File: src/rtl/ght_pkg.sv
`default_nettype none

package ght_pkg;

    localparam int SLOT_COUNT_DEF = 128;
    localparam int SCAN_CHUNK     = 16;

    localparam int CMD_W    = 2;
    localparam int IDX_W    = 8;
    localparam int GEN_W    = 32;
    localparam int SIZE_W   = 16;
    localparam int STATUS_W = 2;

    typedef enum logic [CMD_W-1:0] {
        CMD_ALLOC    = 2'd0,
        CMD_LOOKUP   = 2'd1,
        CMD_FREE     = 2'd2,
        CMD_FREE_ALL = 2'd3
    } t_cmd;

    typedef enum logic [STATUS_W-1:0] {
        ST_OK      = 2'd0,
        ST_INVALID = 2'd1,
        ST_FULL    = 2'd2
    } t_status;

    typedef struct packed {
        logic capture;
        logic scan_step;
        logic sweep_step;
        logic commit;
    } t_dp_ctrl;

    typedef struct packed {
        logic scan_found;
        logic scan_last;
        logic sweep_done;
        logic out_free;
    } t_dp_stat;

endpackage

`default_nettype wire

File: src/rtl/ght_ctrl.sv
`default_nettype none

module ght_ctrl import ght_pkg::*; (
    input  logic     i_clk,
    input  logic     i_rst_n,
    input  logic     i_in_valid,
    input  t_cmd     i_in_cmd,
    input  t_dp_stat i_stat,
    output logic     o_in_ready,
    output t_dp_ctrl o_ctrl
);

    typedef enum logic [4:0] {
        S_IDLE  = 5'b00001,
        S_SCAN  = 5'b00010,
        S_READ  = 5'b00100,
        S_SWEEP = 5'b01000,
        S_EXEC  = 5'b10000
    } t_state;

    t_state r_state;
    t_state n_state;

    always_comb begin
        n_state = r_state;
        o_ctrl  = '0;
        case (r_state)
            S_IDLE: begin
                if (i_in_valid) begin
                    o_ctrl.capture = 1'b1;
                    case (i_in_cmd)
                        CMD_ALLOC:    n_state = S_SCAN;
                        CMD_LOOKUP:   n_state = S_READ;
                        CMD_FREE:     n_state = S_READ;
                        CMD_FREE_ALL: n_state = S_SWEEP;
                        default:      n_state = S_IDLE;
                    endcase
                end
            end
            S_SCAN: begin
                o_ctrl.scan_step = 1'b1;
                if (i_stat.scan_found) begin
                    n_state = S_READ;
                end else if (i_stat.scan_last) begin
                    n_state = S_EXEC;
                end
            end
            S_READ: begin
                n_state = S_EXEC;
            end
            S_SWEEP: begin
                o_ctrl.sweep_step = 1'b1;
                if (i_stat.sweep_done) begin
                    n_state = S_EXEC;
                end
            end
            S_EXEC: begin
                if (i_stat.out_free) begin
                    o_ctrl.commit = 1'b1;
                    n_state       = S_IDLE;
                end
            end
            default: begin
                n_state = S_IDLE;
            end
        endcase
    end

    always_ff @(posedge i_clk) begin
        if (!i_rst_n) begin
            r_state <= S_IDLE;
        end else begin
            r_state <= n_state;
        end
    end

    assign o_in_ready = (r_state == S_IDLE);

endmodule

`default_nettype wire

File: config.mk
export PLATFORM = sky130hd
export DESIGN_NAME = ght_ctrl
export DESIGN_NICKNAME = d
export VERILOG_FILES = /design/src/rtl/ght_pkg.sv /design/src/rtl/ght_ctrl.sv
export SDC_FILE = /design/constraint.sdc
export NUM_CORES = 1
export LEC_CHECK = 0
export BUFFER_PORTS_ARGS = -buffer_cell sky130_fd_sc_hd__buf_2
export CAP_MARGIN = 20
export CORE_AREA = 10 10 47 49
export CTS_BUF_LIST = sky130_fd_sc_hd__clkbuf_8 sky130_fd_sc_hd__clkbuf_16
export DETAILED_ROUTE_END_ITERATION = 10
export DIE_AREA = 0 0 57 59
export GPL_TIMING_DRIVEN = 0
export SLEW_MARGIN = 25
export SYNTH_ARGS = -nofsm -noshare
export SYNTH_HDL_FRONTEND = slang
export SYNTH_SLANG_ARGS = --single-unit
File: constraint.sdc
create_clock -name i_clk -period 2.2 [get_ports i_clk]
set_clock_uncertainty 0.15 [all_clocks]
set_input_delay 0 -clock i_clk [delete_from_list [all_inputs] [get_ports i_clk]]
set_output_delay 0 -clock i_clk [all_outputs]
set_load 0.02 [all_outputs]
==> flow_results.xml, run 1 <==
<?xml version="1.0" encoding="UTF-8"?>
<metrics>
  <group name="run_status">
    <metric name="status" unit="">complete, no violations</metric>
  </group>
  <group name="die">
    <metric name="num_rows" unit="">14</metric>
    <metric name="chipWidth" unit="um">57</metric>
    <metric name="dieArea" unit="um2">3363</metric>
    <metric name="die_height" unit="um">59</metric>
    <metric name="start_util" unit="">0.2580</metric>
    <metric name="boundaryPins" unit="">14</metric>
    <metric name="core" unit="um2">1401</metric>
  </group>
  <group name="job">
    <metric name="maxCapViolCount" unit="">0</metric>
  </group>
  <group name="final_layout">
    <metric name="antennaDiodeCount" unit="">0</metric>
    <metric name="filler_cell_count" unit="">161</metric>
    <metric name="stdcell_area" unit="um2">551.8</metric>
    <metric name="largest_register_ff_count" unit="">5</metric>
    <metric name="top_register" unit="">r_state</metric>
    <metric name="layout_top_registers" unit="">r_state x5</metric>
    <metric name="final_layout_size_suffix_gt1_frac" unit="">0.3182</metric>
    <metric name="number_of_nets_in_the_finished_design" unit="">78</metric>
    <metric name="layout.cells.most_common" unit="">sky130_fd_sc_hd__buf_2</metric>
    <metric name="syn2layout_area_growth" unit="%">52.60</metric>
    <metric name="mostFrequentLayoutCells" unit="">sky130_fd_sc_hd__buf_2 (13), sky130_fd_sc_hd__nor2_1 (6), sky130_fd_sc_hd__dlygate4sd3_1 (6), sky130_fd_sc_hd__dfxtp_1 (5), sky130_fd_sc_hd__inv_1 (4)</metric>
  </group>
  <group name="critical_path">
    <metric name="critical_path_s_top_delay_family" unit="">buffers and inverters</metric>
    <metric name="timing.critical_path.buf_inv" unit="">1</metric>
    <metric name="endpoint_kind" unit="">register</metric>
    <metric name="max_stage_delay" unit="ps">570</metric>
    <metric name="worst-path-max-fanout" unit="">5</metric>
    <metric name="timing.setup.critical_path_class" unit="">register to register</metric>
    <metric name="cell_with_the_biggest_individual_delay_on_the_critical_path" unit="">sky130_fd_sc_hd__dlygate4sd3_1</metric>
    <metric name="cell_breakdown_of_the_critical_path" unit="">or4b_4, o22ai_2, o2111ai_1, dlygate4sd3_1</metric>
    <metric name="worstPathRequired" unit="ps">2150</metric>
    <metric name="critPathArrivalTime" unit="ps">1960</metric>
    <metric name="startpoint_type" unit="">register</metric>
  </group>
  <group name="power_and_ir_drop">
    <metric name="vdd_drop_max" unit="uV">458.4</metric>
    <metric name="total_leakage_power" unit="nW">0.2448</metric>
    <metric name="power.density_cell_area" unit="nW/um2">689.7</metric>
    <metric name="report.power.total" unit="mW">0.3805</metric>
  </group>
  <group name="placed_design">
    <metric name="finalWeightedCongestion" unit="">0.7494</metric>
    <metric name="io_buffers" unit="">13</metric>
    <metric name="hpwlAfterDp" unit="um">757.9</metric>
    <metric name="total_placed_instance_area" unit="um2">446.7</metric>
  </group>
  <group name="drt">
    <metric name="antenna_violating_nets_left" unit="">0</metric>
    <metric name="detail_route.iter0.violations" unit="">7</metric>
    <metric name="wl" unit="mm">1.021</metric>
    <metric name="drc" unit="">0</metric>
    <metric name="routedWlPerCell" unit="um">12.45</metric>
    <metric name="detailroute.via_count" unit="">409</metric>
    <metric name="drt-pass1-iter-count" unit="">4</metric>
    <metric name="post_drt_via_cell_ratio" unit="">4.988</metric>
  </group>
  <group name="global_route">
    <metric name="largest_net_degree_at_the_start_of_global_routing" unit="">11</metric>
    <metric name="global_route_total_overflow" unit="">0</metric>
    <metric name="grtUsageTotal" unit="">0.06315</metric>
    <metric name="grt.busiest_layer" unit="">met2</metric>
    <metric name="grt_antenna_before_repair" unit="">0</metric>
    <metric name="grt_use_met3" unit="">0.03863</metric>
    <metric name="grtUsageMet2" unit="">0.09767</metric>
    <metric name="grt_pass1_vias" unit="">430</metric>
    <metric name="met1_usage" unit="">0.07381</metric>
    <metric name="grt_first_pass_wirelength" unit="mm">1.766</metric>
  </group>
  <group name="clock_tree">
    <metric name="worst_skew_pair.late_latency" unit="ps">220</metric>
    <metric name="cts_made_buffers" unit="">3</metric>
    <metric name="cts_tree" unit="">done</metric>
    <metric name="cts-htree-levels" unit="">1</metric>
    <metric name="clock_sink_count" unit="">5</metric>
    <metric name="cts_root_buffer" unit="">sky130_fd_sc_hd__clkbuf_8</metric>
    <metric name="holdBufCountCts" unit="">6</metric>
    <metric name="cts.repair_timing.setup_buffer_count" unit="">0</metric>
    <metric name="post_cts.resized_instances" unit="">0</metric>
    <metric name="worst_setup_hold_path_clk_slew" unit="ps">30</metric>
    <metric name="ctsLongestPathBuffers" unit="">2</metric>
  </group>
  <group name="timing">
    <metric name="grt_setup_unrepaired" unit="">false</metric>
    <metric name="final_hold_viols" unit="">0</metric>
    <metric name="tns" unit="ps">0</metric>
    <metric name="maxSlewViolCount" unit="">0</metric>
    <metric name="max_freq" unit="MHz">498.2</metric>
    <metric name="max_slew_margin" unit="">0.7403</metric>
    <metric name="period_share" unit="">0.9125</metric>
    <metric name="period_needed" unit="ps">2007</metric>
    <metric name="fin_hold_ws" unit="ps">17.53</metric>
    <metric name="worst_tran_pin_value" unit="ps">384.1</metric>
    <metric name="final-setup-viol-count" unit="">0</metric>
  </group>
  <group name="synthesis">
    <metric name="synth.net_count" unit="">54</metric>
    <metric name="ys.warnings.count" unit="">0</metric>
    <metric name="synth_edf_count" unit="">0</metric>
    <metric name="cell_count_after_synthesis" unit="">43</metric>
    <metric name="synth_sequential_area_ratio" unit="">0.2768</metric>
    <metric name="synth_cell_types" unit="">27</metric>
    <metric name="synth-async-reset-ratio" unit="">0</metric>
    <metric name="mappedNetlistArea" unit="um2">361.6</metric>
    <metric name="postSynthRegisterBits" unit="">5</metric>
    <metric name="synth_ff_type" unit="">sky130_fd_sc_hd__dfxtp_1</metric>
    <metric name="post_synth.cell_area_avg" unit="um2">8.409</metric>
  </group>
  <group name="worst_hold_path">
    <metric name="hold_class" unit="">input pin to register</metric>
  </group>
</metrics>
-- power breakdown --
part | leakage (nW) | internal, mW | switching (mW)
sequential | 0.0408 | 0.0991 | 0.0101
combinational | 0.177 | 0.0526 | 0.0577
clock | 0.0269 | 0.119 | 0.0418
-- metrics by stage --
step	instances	util	setup WS [ps]
floorplan	43	-	823.1
global placement	72	0.3188	749.4
global route	82	0.3938	106.3
detailed placement	72	0.3188	753.0
finish	82	0.3938	192.6
CTS	82	0.3938	206.8
-- final timing paths --
kind | start | endpoint | slack (ps) | depth (start not counted)
max | r_state[2] | r_state[0] | 190 | 4
min | i_stat[1] | r_state[3] | 20 | 4
max reg2reg | r_state[2] | r_state[0] | 190 | 4
min reg2reg | r_state[1] | r_state[1] | 540 | 3
-- layout make-up --
cell class	count	area [um2]	area share
Clock inverter	1	3.754	0.006803
Inverter	3	11.26	0.02041
Clock buffer	3	41.29	0.07483
Buffer	1	7.507	0.01361
Timing Repair Buffer	19	125.1	0.2268
Sequential cell	5	100.1	0.1814
Tap cell	16	20.02	0.03628
Multi-Input combinational cell	34	242.7	0.4399
-- cells in the mapped netlist, drive strengths merged, types with 2 or more instances --
library cell / n / share of area
nand2b: 2 / 0.035
nand3: 2 / 0.028
o21ai: 2 / 0.038
nand3b: 2 / 0.042
dfxtp: 5 / 0.28
nor2: 6 / 0.062
and2: 2 / 0.035
or4b: 2 / 0.066
inv: 3 / 0.031
ha: 2 / 0.069
-- metal layers --
layer  wire length, um  share of wire
met4                 0              0
met2               451           0.44
met1               494           0.48
met3                75          0.073
met5                 0              0
-- logic make-up after synthesis --
family                     share of synthesized area
AOI/OAI and AO/OA                             0.2007
xor gates and xnor gates                     0.02423
adders and majority gates                    0.06919
buffers and inverters                        0.05191
DFF                                           0.2768
and+or+nand+nor                               0.3772
-- worst register-to-register path: stages (launching register included) --
cell                            delay (ps)
sky130_fd_sc_hd__dfxtp_1               350
sky130_fd_sc_hd__or4b_4                550
sky130_fd_sc_hd__o22ai_2               150
sky130_fd_sc_hd__o2111ai_1             130
sky130_fd_sc_hd__dlygate4sd3_1         570
No activity file was read; power rests on OpenSTA's default activity.
==> run 2, diff against run 1 <==
--- a/config.mk
+++ b/config.mk
@@ -5,13 +5,14 @@
 export SDC_FILE = /design/constraint.sdc
 export NUM_CORES = 1
 export LEC_CHECK = 0
-export BUFFER_PORTS_ARGS = -buffer_cell sky130_fd_sc_hd__buf_2
+export BUFFER_PORTS_ARGS = -buffer_cell sky130_fd_sc_hd__buf_4
 export CAP_MARGIN = 20
 export CORE_AREA = 10 10 47 49
 export CTS_BUF_LIST = sky130_fd_sc_hd__clkbuf_8 sky130_fd_sc_hd__clkbuf_16
 export DETAILED_ROUTE_END_ITERATION = 10
 export DIE_AREA = 0 0 57 59
 export GPL_TIMING_DRIVEN = 0
+export HOLD_SLACK_MARGIN = 0.05
 export SLEW_MARGIN = 25
 export SYNTH_ARGS = -nofsm -noshare
 export SYNTH_HDL_FRONTEND = slang
==> run 2 against run 1 <==
Total power rose by 3.0%. Via count down 2.0%. Combinational power increased by 14%. Sequential share of layout area down 1.6 points.
==> flow_results.xml, run 2 (synthesized netlist as in run 1, its figures left out) <==
<?xml version="1.0" encoding="UTF-8"?>
<metrics>
  <group name="timing">
    <metric name="grt_setup_unrepaired" unit="">false</metric>
    <metric name="final_hold_viols" unit="">0</metric>
    <metric name="max_freq" unit="MHz">501.8</metric>
    <metric name="tns" unit="ps">0</metric>
    <metric name="final-setup-viol-count" unit="">0</metric>
    <metric name="fin_hold_ws" unit="ps">81.55</metric>
    <metric name="period_needed" unit="ps">1993</metric>
    <metric name="worst_tran_pin_value" unit="ps">391.9</metric>
    <metric name="period_share" unit="">0.9059</metric>
    <metric name="max_slew_margin" unit="">0.7350</metric>
    <metric name="maxSlewViolCount" unit="">0</metric>
  </group>
  <group name="final_layout">
    <metric name="final_layout_size_suffix_gt1_frac" unit="">0.3088</metric>
    <metric name="layout_top_registers" unit="">r_state x5</metric>
    <metric name="number_of_nets_in_the_finished_design" unit="">80</metric>
    <metric name="final_core_utilization" unit="">0.4313</metric>
    <metric name="largest_register_ff_count" unit="">5</metric>
    <metric name="stdcell_area" unit="um2">604.3</metric>
    <metric name="mostFrequentLayoutCells" unit="">sky130_fd_sc_hd__buf_4 (14), sky130_fd_sc_hd__dlygate4sd3_1 (8), sky130_fd_sc_hd__nor2_1 (6), sky130_fd_sc_hd__dfxtp_1 (5), sky130_fd_sc_hd__inv_1 (4)</metric>
    <metric name="layout.cells.most_common" unit="">sky130_fd_sc_hd__buf_4</metric>
    <metric name="filler_cell_count" unit="">144</metric>
    <metric name="syn2layout_area_growth" unit="%">67.13</metric>
    <metric name="top_register" unit="">r_state</metric>
    <metric name="antennaDiodeCount" unit="">0</metric>
  </group>
  <group name="power_and_ir_drop">
    <metric name="netSwitchingFraction" unit="">0.2788</metric>
    <metric name="pwr-share-comb" unit="">0.319</metric>
    <metric name="power.density_cell_area" unit="nW/um2">648.7</metric>
    <metric name="vdd_drop_max" unit="uV">631.3</metric>
    <metric name="seqPwrFrac" unit="">0.278</metric>
    <metric name="power.internal" unit="mW">0.2827</metric>
    <metric name="net-switching-power" unit="mW">0.1093</metric>
    <metric name="power.share.clock" unit="">0.404</metric>
    <metric name="report.power.total" unit="mW">0.3920</metric>
    <metric name="total_leakage_power" unit="nW">0.2604</metric>
  </group>
  <group name="clock_tree">
    <metric name="cts.repair_timing.setup_buffer_count" unit="">0</metric>
    <metric name="cts_made_buffers" unit="">3</metric>
    <metric name="worst_setup_hold_path_clk_slew" unit="ps">30</metric>
    <metric name="clock_sink_count" unit="">5</metric>
    <metric name="cts_root_buffer" unit="">sky130_fd_sc_hd__clkbuf_8</metric>
    <metric name="cts-htree-levels" unit="">1</metric>
    <metric name="cts_tree" unit="">done</metric>
    <metric name="worst_skew_pair.late_latency" unit="ps">220</metric>
    <metric name="ctsLongestPathBuffers" unit="">2</metric>
  </group>
  <group name="placed_design">
    <metric name="total_placed_instance_area" unit="um2">479.2</metric>
    <metric name="finalWeightedCongestion" unit="">0.7572</metric>
    <metric name="io_buffers" unit="">13</metric>
  </group>
  <group name="die">
    <metric name="num_rows" unit="">14</metric>
    <metric name="die_height" unit="um">59</metric>
    <metric name="boundaryPins" unit="">14</metric>
    <metric name="dieArea" unit="um2">3363</metric>
    <metric name="chipWidth" unit="um">57</metric>
    <metric name="start_util" unit="">0.2580</metric>
    <metric name="core" unit="um2">1401</metric>
  </group>
  <group name="global_route">
    <metric name="grt_pass1_vias" unit="">432</metric>
    <metric name="grt_antenna_before_repair" unit="">0</metric>
    <metric name="grt_first_pass_wirelength" unit="mm">1.773</metric>
    <metric name="largest_net_degree_at_the_start_of_global_routing" unit="">11</metric>
    <metric name="grtUsageTotal" unit="">0.06569</metric>
    <metric name="global_route_total_overflow" unit="">0</metric>
  </group>
  <group name="critical_path">
    <metric name="endpoint_kind" unit="">register</metric>
    <metric name="worst-path-max-fanout" unit="">5</metric>
    <metric name="critPathArrivalTime" unit="ps">1940</metric>
    <metric name="worstPathRequired" unit="ps">2150</metric>
    <metric name="startpoint_type" unit="">register</metric>
    <metric name="timing.setup.critical_path_class" unit="">register to register</metric>
  </group>
  <group name="drt">
    <metric name="detailroute.via_count" unit="">401</metric>
    <metric name="post_drt_via_cell_ratio" unit="">4.774</metric>
    <metric name="detail_route.iter0.violations" unit="">8</metric>
    <metric name="antenna_violating_nets_left" unit="">0</metric>
    <metric name="drt-pass1-iter-count" unit="">4</metric>
    <metric name="wl" unit="mm">1.012</metric>
    <metric name="drc" unit="">0</metric>
    <metric name="routedWlPerCell" unit="um">12.05</metric>
  </group>
  <group name="run_status">
    <metric name="status" unit="">complete, no violations</metric>
  </group>
  <group name="worst_hold_path">
    <metric name="hold_class" unit="">input pin to register</metric>
  </group>
  <group name="job">
    <metric name="maxCapViolCount" unit="">0</metric>
  </group>
</metrics>
-- run 2: path summary, 6_finish.rpt --
check,start,end,slack [ps],depth (start not counted)
setup / recovery,r_state[2],r_state[0],210,4
hold / removal,i_stat[1],r_state[4],80,4
setup reg to reg,r_state[2],r_state[0],210,4
hold reg to reg,r_state[1],r_state[1],520,3
-- run 2: routing by layer --
layer | wire length [um] | vias up | GRT usage
met5 | 0 | - | 0
met2 | 454 | 16 | 0.09457
li1 | - | 211 | -
met1 | 452 | 172 | 0.07126
met4 | 4 | 0 | 0.02013
met3 | 101 | 2 | 0.05365
-- run 2: power by group through the flow --
stage               sequential, mW  clock (mW)  combinational, mW
finish                       0.109       0.158              0.125
global route                 0.110       0.174              0.140
CTS                          0.109       0.164              0.126
detailed placement           0.111           0              0.110
global placement             0.110           0              0.109
floorplan                    0.108           0             0.0694
-- run 2: metrics by stage --
stage	setup WS, ps	instances
after detailed placement	740.7	72
after global placement	750.5	72
final	207.0	84
after CTS	195.1	84
after global routing	108.7	84
after floorplan	823.1	43
-- run 2: area by class of cell --
type / instances / area [um2] / share of cell area
Buffer: 1 / 7.507 / 0.01242
Clock buffer: 3 / 41.29 / 0.06832
Clock inverter: 1 / 3.754 / 0.006211
Inverter: 3 / 11.26 / 0.01863
Multi-Input combinational cell: 34 / 242.7 / 0.4017
Sequential cell: 5 / 100.1 / 0.1656
Tap cell: 16 / 20.02 / 0.03313
Timing Repair Buffer: 21 / 177.7 / 0.2940
-- run 2: what timing repair did --
action / CTS / global route
endpoints found under the hold margin: 5 / 0
hold buffers: 8 / 0
resized for setup: 0 / 0
-- run 2: critical path: stages (launching register included) --
cell                            delay [ps]
sky130_fd_sc_hd__dfxtp_1               340
sky130_fd_sc_hd__or4b_4                550
sky130_fd_sc_hd__o22ai_2               160
sky130_fd_sc_hd__o2111ai_1             110
sky130_fd_sc_hd__dlygate4sd3_1         560
==> run 3, diff against run 2 <==
==> constraint.sdc (replaced) <==
create_clock -name i_clk -period 2.2 [get_ports i_clk]
set_clock_uncertainty 0.15 [all_clocks]
set_input_delay 0.44 -clock i_clk [delete_from_list [all_inputs] [get_ports i_clk]]
set_output_delay 0.44 -clock i_clk [all_outputs]
set_load 0.02 [all_outputs]
==> run 3 against run 2 <==
Global-route usage down 0.31 points. Clock power about the same. Fmax shrank 5.5%. Combinational power is 12% lower. Die area unchanged. Count of clock-buffer cells in the layout did not move. Sequential power is essentially flat. Register-to-register slack better by 530 ps. Worst hold slack better by 220 ps. Setup slack got worse by 120 ps. Utilization fell by 5.7 points. Critical path type is now register to output pin. Largest cell class unchanged.
==> flow_results.xml, run 3 (synthesized netlist as in run 1, its figures left out) <==
<?xml version="1.0" encoding="UTF-8"?>
<metrics>
  <group name="run_status">
    <metric name="status" unit="">complete, no violations</metric>
  </group>
  <group name="timing">
    <metric name="worst_tran_pin_value" unit="ps">371.4</metric>
    <metric name="max_slew_margin" unit="">0.7489</metric>
    <metric name="period_needed" unit="ps">2108</metric>
    <metric name="fin_hold_ws" unit="ps">303.0</metric>
    <metric name="maxSlewViolCount" unit="">0</metric>
    <metric name="period_share" unit="">0.9583</metric>
    <metric name="max_freq" unit="MHz">474.3</metric>
    <metric name="final-setup-viol-count" unit="">0</metric>
    <metric name="final_hold_viols" unit="">0</metric>
    <metric name="tns" unit="ps">0</metric>
    <metric name="grt_setup_unrepaired" unit="">false</metric>
  </group>
  <group name="critical_path">
    <metric name="cell_with_the_biggest_individual_delay_on_the_critical_path" unit="">sky130_fd_sc_hd__or4b_4</metric>
    <metric name="cell_breakdown_of_the_critical_path" unit="">or4b_4, nor2_1, and2_1, buf_4</metric>
    <metric name="max_stage_delay" unit="ps">550</metric>
    <metric name="critPathArrivalTime" unit="ps">1520</metric>
    <metric name="startpoint_type" unit="">register</metric>
    <metric name="timing.critical_path.buf_inv" unit="">1</metric>
    <metric name="critical_path_s_top_delay_family" unit="">simple AND/OR/NAND/NOR gates</metric>
    <metric name="worstPathRequired" unit="ps">1610</metric>
    <metric name="worst-path-max-fanout" unit="">5</metric>
    <metric name="timing.setup.critical_path_class" unit="">register to output pin</metric>
    <metric name="endpoint_kind" unit="">output pin</metric>
  </group>
  <group name="final_layout">
    <metric name="top_register" unit="">r_state</metric>
    <metric name="largest_register_ff_count" unit="">5</metric>
    <metric name="antennaDiodeCount" unit="">0</metric>
    <metric name="mostFrequentLayoutCells" unit="">sky130_fd_sc_hd__buf_4 (14), sky130_fd_sc_hd__nor2_1 (6), sky130_fd_sc_hd__dfxtp_1 (5), sky130_fd_sc_hd__inv_1 (4), sky130_fd_sc_hd__clkbuf_8 (3)</metric>
    <metric name="number_of_nets_in_the_finished_design" unit="">72</metric>
    <metric name="syn2layout_area_growth" unit="%">44.98</metric>
    <metric name="final_layout_size_suffix_gt1_frac" unit="">0.3500</metric>
    <metric name="layout_top_registers" unit="">r_state x5</metric>
    <metric name="layout.cells.most_common" unit="">sky130_fd_sc_hd__buf_4</metric>
  </group>
  <group name="clock_tree">
    <metric name="clock_sink_count" unit="">5</metric>
    <metric name="cts_root_buffer" unit="">sky130_fd_sc_hd__clkbuf_8</metric>
    <metric name="cts_made_buffers" unit="">3</metric>
    <metric name="cts.repair_timing.setup_buffer_count" unit="">0</metric>
    <metric name="worst_skew_pair.late_latency" unit="ps">220</metric>
    <metric name="cts-htree-levels" unit="">1</metric>
    <metric name="cts_tree" unit="">done</metric>
    <metric name="holdBufCountCts" unit="">0</metric>
    <metric name="post_cts.resized_instances" unit="">0</metric>
    <metric name="ctsLongestPathBuffers" unit="">2</metric>
    <metric name="worst_setup_hold_path_clk_slew" unit="ps">30</metric>
  </group>
  <group name="drt">
    <metric name="antenna_violating_nets_left" unit="">0</metric>
    <metric name="detailroute.via_count" unit="">373</metric>
    <metric name="drt-pass1-iter-count" unit="">4</metric>
    <metric name="routedWlPerCell" unit="um">12.41</metric>
    <metric name="drc" unit="">0</metric>
    <metric name="post_drt_via_cell_ratio" unit="">4.908</metric>
    <metric name="detail_route.iter0.violations" unit="">7</metric>
    <metric name="wl" unit="um">943</metric>
  </group>
  <group name="job">
    <metric name="maxCapViolCount" unit="">0</metric>
  </group>
  <group name="power_and_ir_drop">
    <metric name="vdd_drop_max" unit="uV">624.1</metric>
    <metric name="total_leakage_power" unit="nW">0.2295</metric>
    <metric name="power.density_cell_area" unit="nW/um2">718.9</metric>
    <metric name="report.power.total" unit="mW">0.3769</metric>
  </group>
  <group name="placed_design">
    <metric name="finalWeightedCongestion" unit="">0.7572</metric>
    <metric name="io_buffers" unit="">13</metric>
  </group>
  <group name="die">
    <metric name="die_height" unit="um">59</metric>
    <metric name="start_util" unit="">0.2580</metric>
    <metric name="core" unit="um2">1401</metric>
    <metric name="chipWidth" unit="um">57</metric>
    <metric name="boundaryPins" unit="">14</metric>
    <metric name="num_rows" unit="">14</metric>
    <metric name="dieArea" unit="um2">3363</metric>
  </group>
  <group name="global_route">
    <metric name="grt_pass1_vias" unit="">409</metric>
    <metric name="grtUsageTotal" unit="">0.06263</metric>
    <metric name="grt_antenna_before_repair" unit="">0</metric>
    <metric name="largest_net_degree_at_the_start_of_global_routing" unit="">11</metric>
    <metric name="global_route_total_overflow" unit="">0</metric>
    <metric name="grt_first_pass_wirelength" unit="mm">1.683</metric>
  </group>
  <group name="worst_hold_path">
    <metric name="hold_class" unit="">input pin to register</metric>
  </group>
</metrics>
[run 3: cell count changes in the layout (fill, tap and decap cells not counted), sizes merged]
| cell | delta |
|---|---|
| dlygate4sd3 | -8 |
[run 3: final timing paths]
kind / slack (ps) / endpoint / startpoint / cells past startpoint
setup / recovery: 90 / o_ctrl[0] / r_state[2] / 4
hold / removal: 300 / r_state[0] / i_rst_n / 2
setup reg to reg: 740 / r_state[0] / r_state[2] / 3
hold reg to reg: 450 / r_state[0] / r_state[4] / 2
[run 3: worst reg2reg max path, cell delays in order (launching register included)]
cell and delay (ps):
sky130_fd_sc_hd__dfxtp_1 340, sky130_fd_sc_hd__or4b_4 550, sky130_fd_sc_hd__o22ai_2 160, sky130_fd_sc_hd__o2111ai_1 120
[run 3: power by group]
part	switching [mW]	internal, mW	leakage (nW)
clock	0.0392	0.119	0.0269
combinational	0.0578	0.0519	0.162
sequential	0.00968	0.0992	0.0408
[run 3: final cells by class]
type                    count  area, um2
fillers                   157      877.1
multi-input cells          34      242.7
flip-flops and latches      5      100.1
repair buffers             13      97.59
clock buffers               3      41.29
well taps                  16      20.02
inverters                   3      11.26
plain buffers               1      7.507
clock inverters             1      3.754
[run 3: through the flow]
step | area (um2) | instances | worst slack (ps) | util
3_5_place_dp | 479.2 | 72 | 308.1 | 0.3420
3_3_place_gp | 479.2 | 72 | 337.9 | 0.3420
4_1_cts | 524.3 | 76 | 75.56 | 0.3741
6_report | 524.3 | 76 | 91.80 | 0.3741
2_1_floorplan | 361.6 | 43 | 400.7 | -
5_1_grt | 524.3 | 76 | 15.81 | 0.3741
[run 3: metal layers]
metal | vias to the layer above | share of wire | routed length, um | GRT usage
met3 | 2 | 0.12 | 115 | 0.05365
met2 | 16 | 0.44 | 415 | 0.08682
met5 | - | 0 | 0 | 0
met4 | 0 | 0.0042 | 4 | 0.02013
li1 | 195 | - | - | -
met1 | 160 | 0.43 | 408 | 0.06880
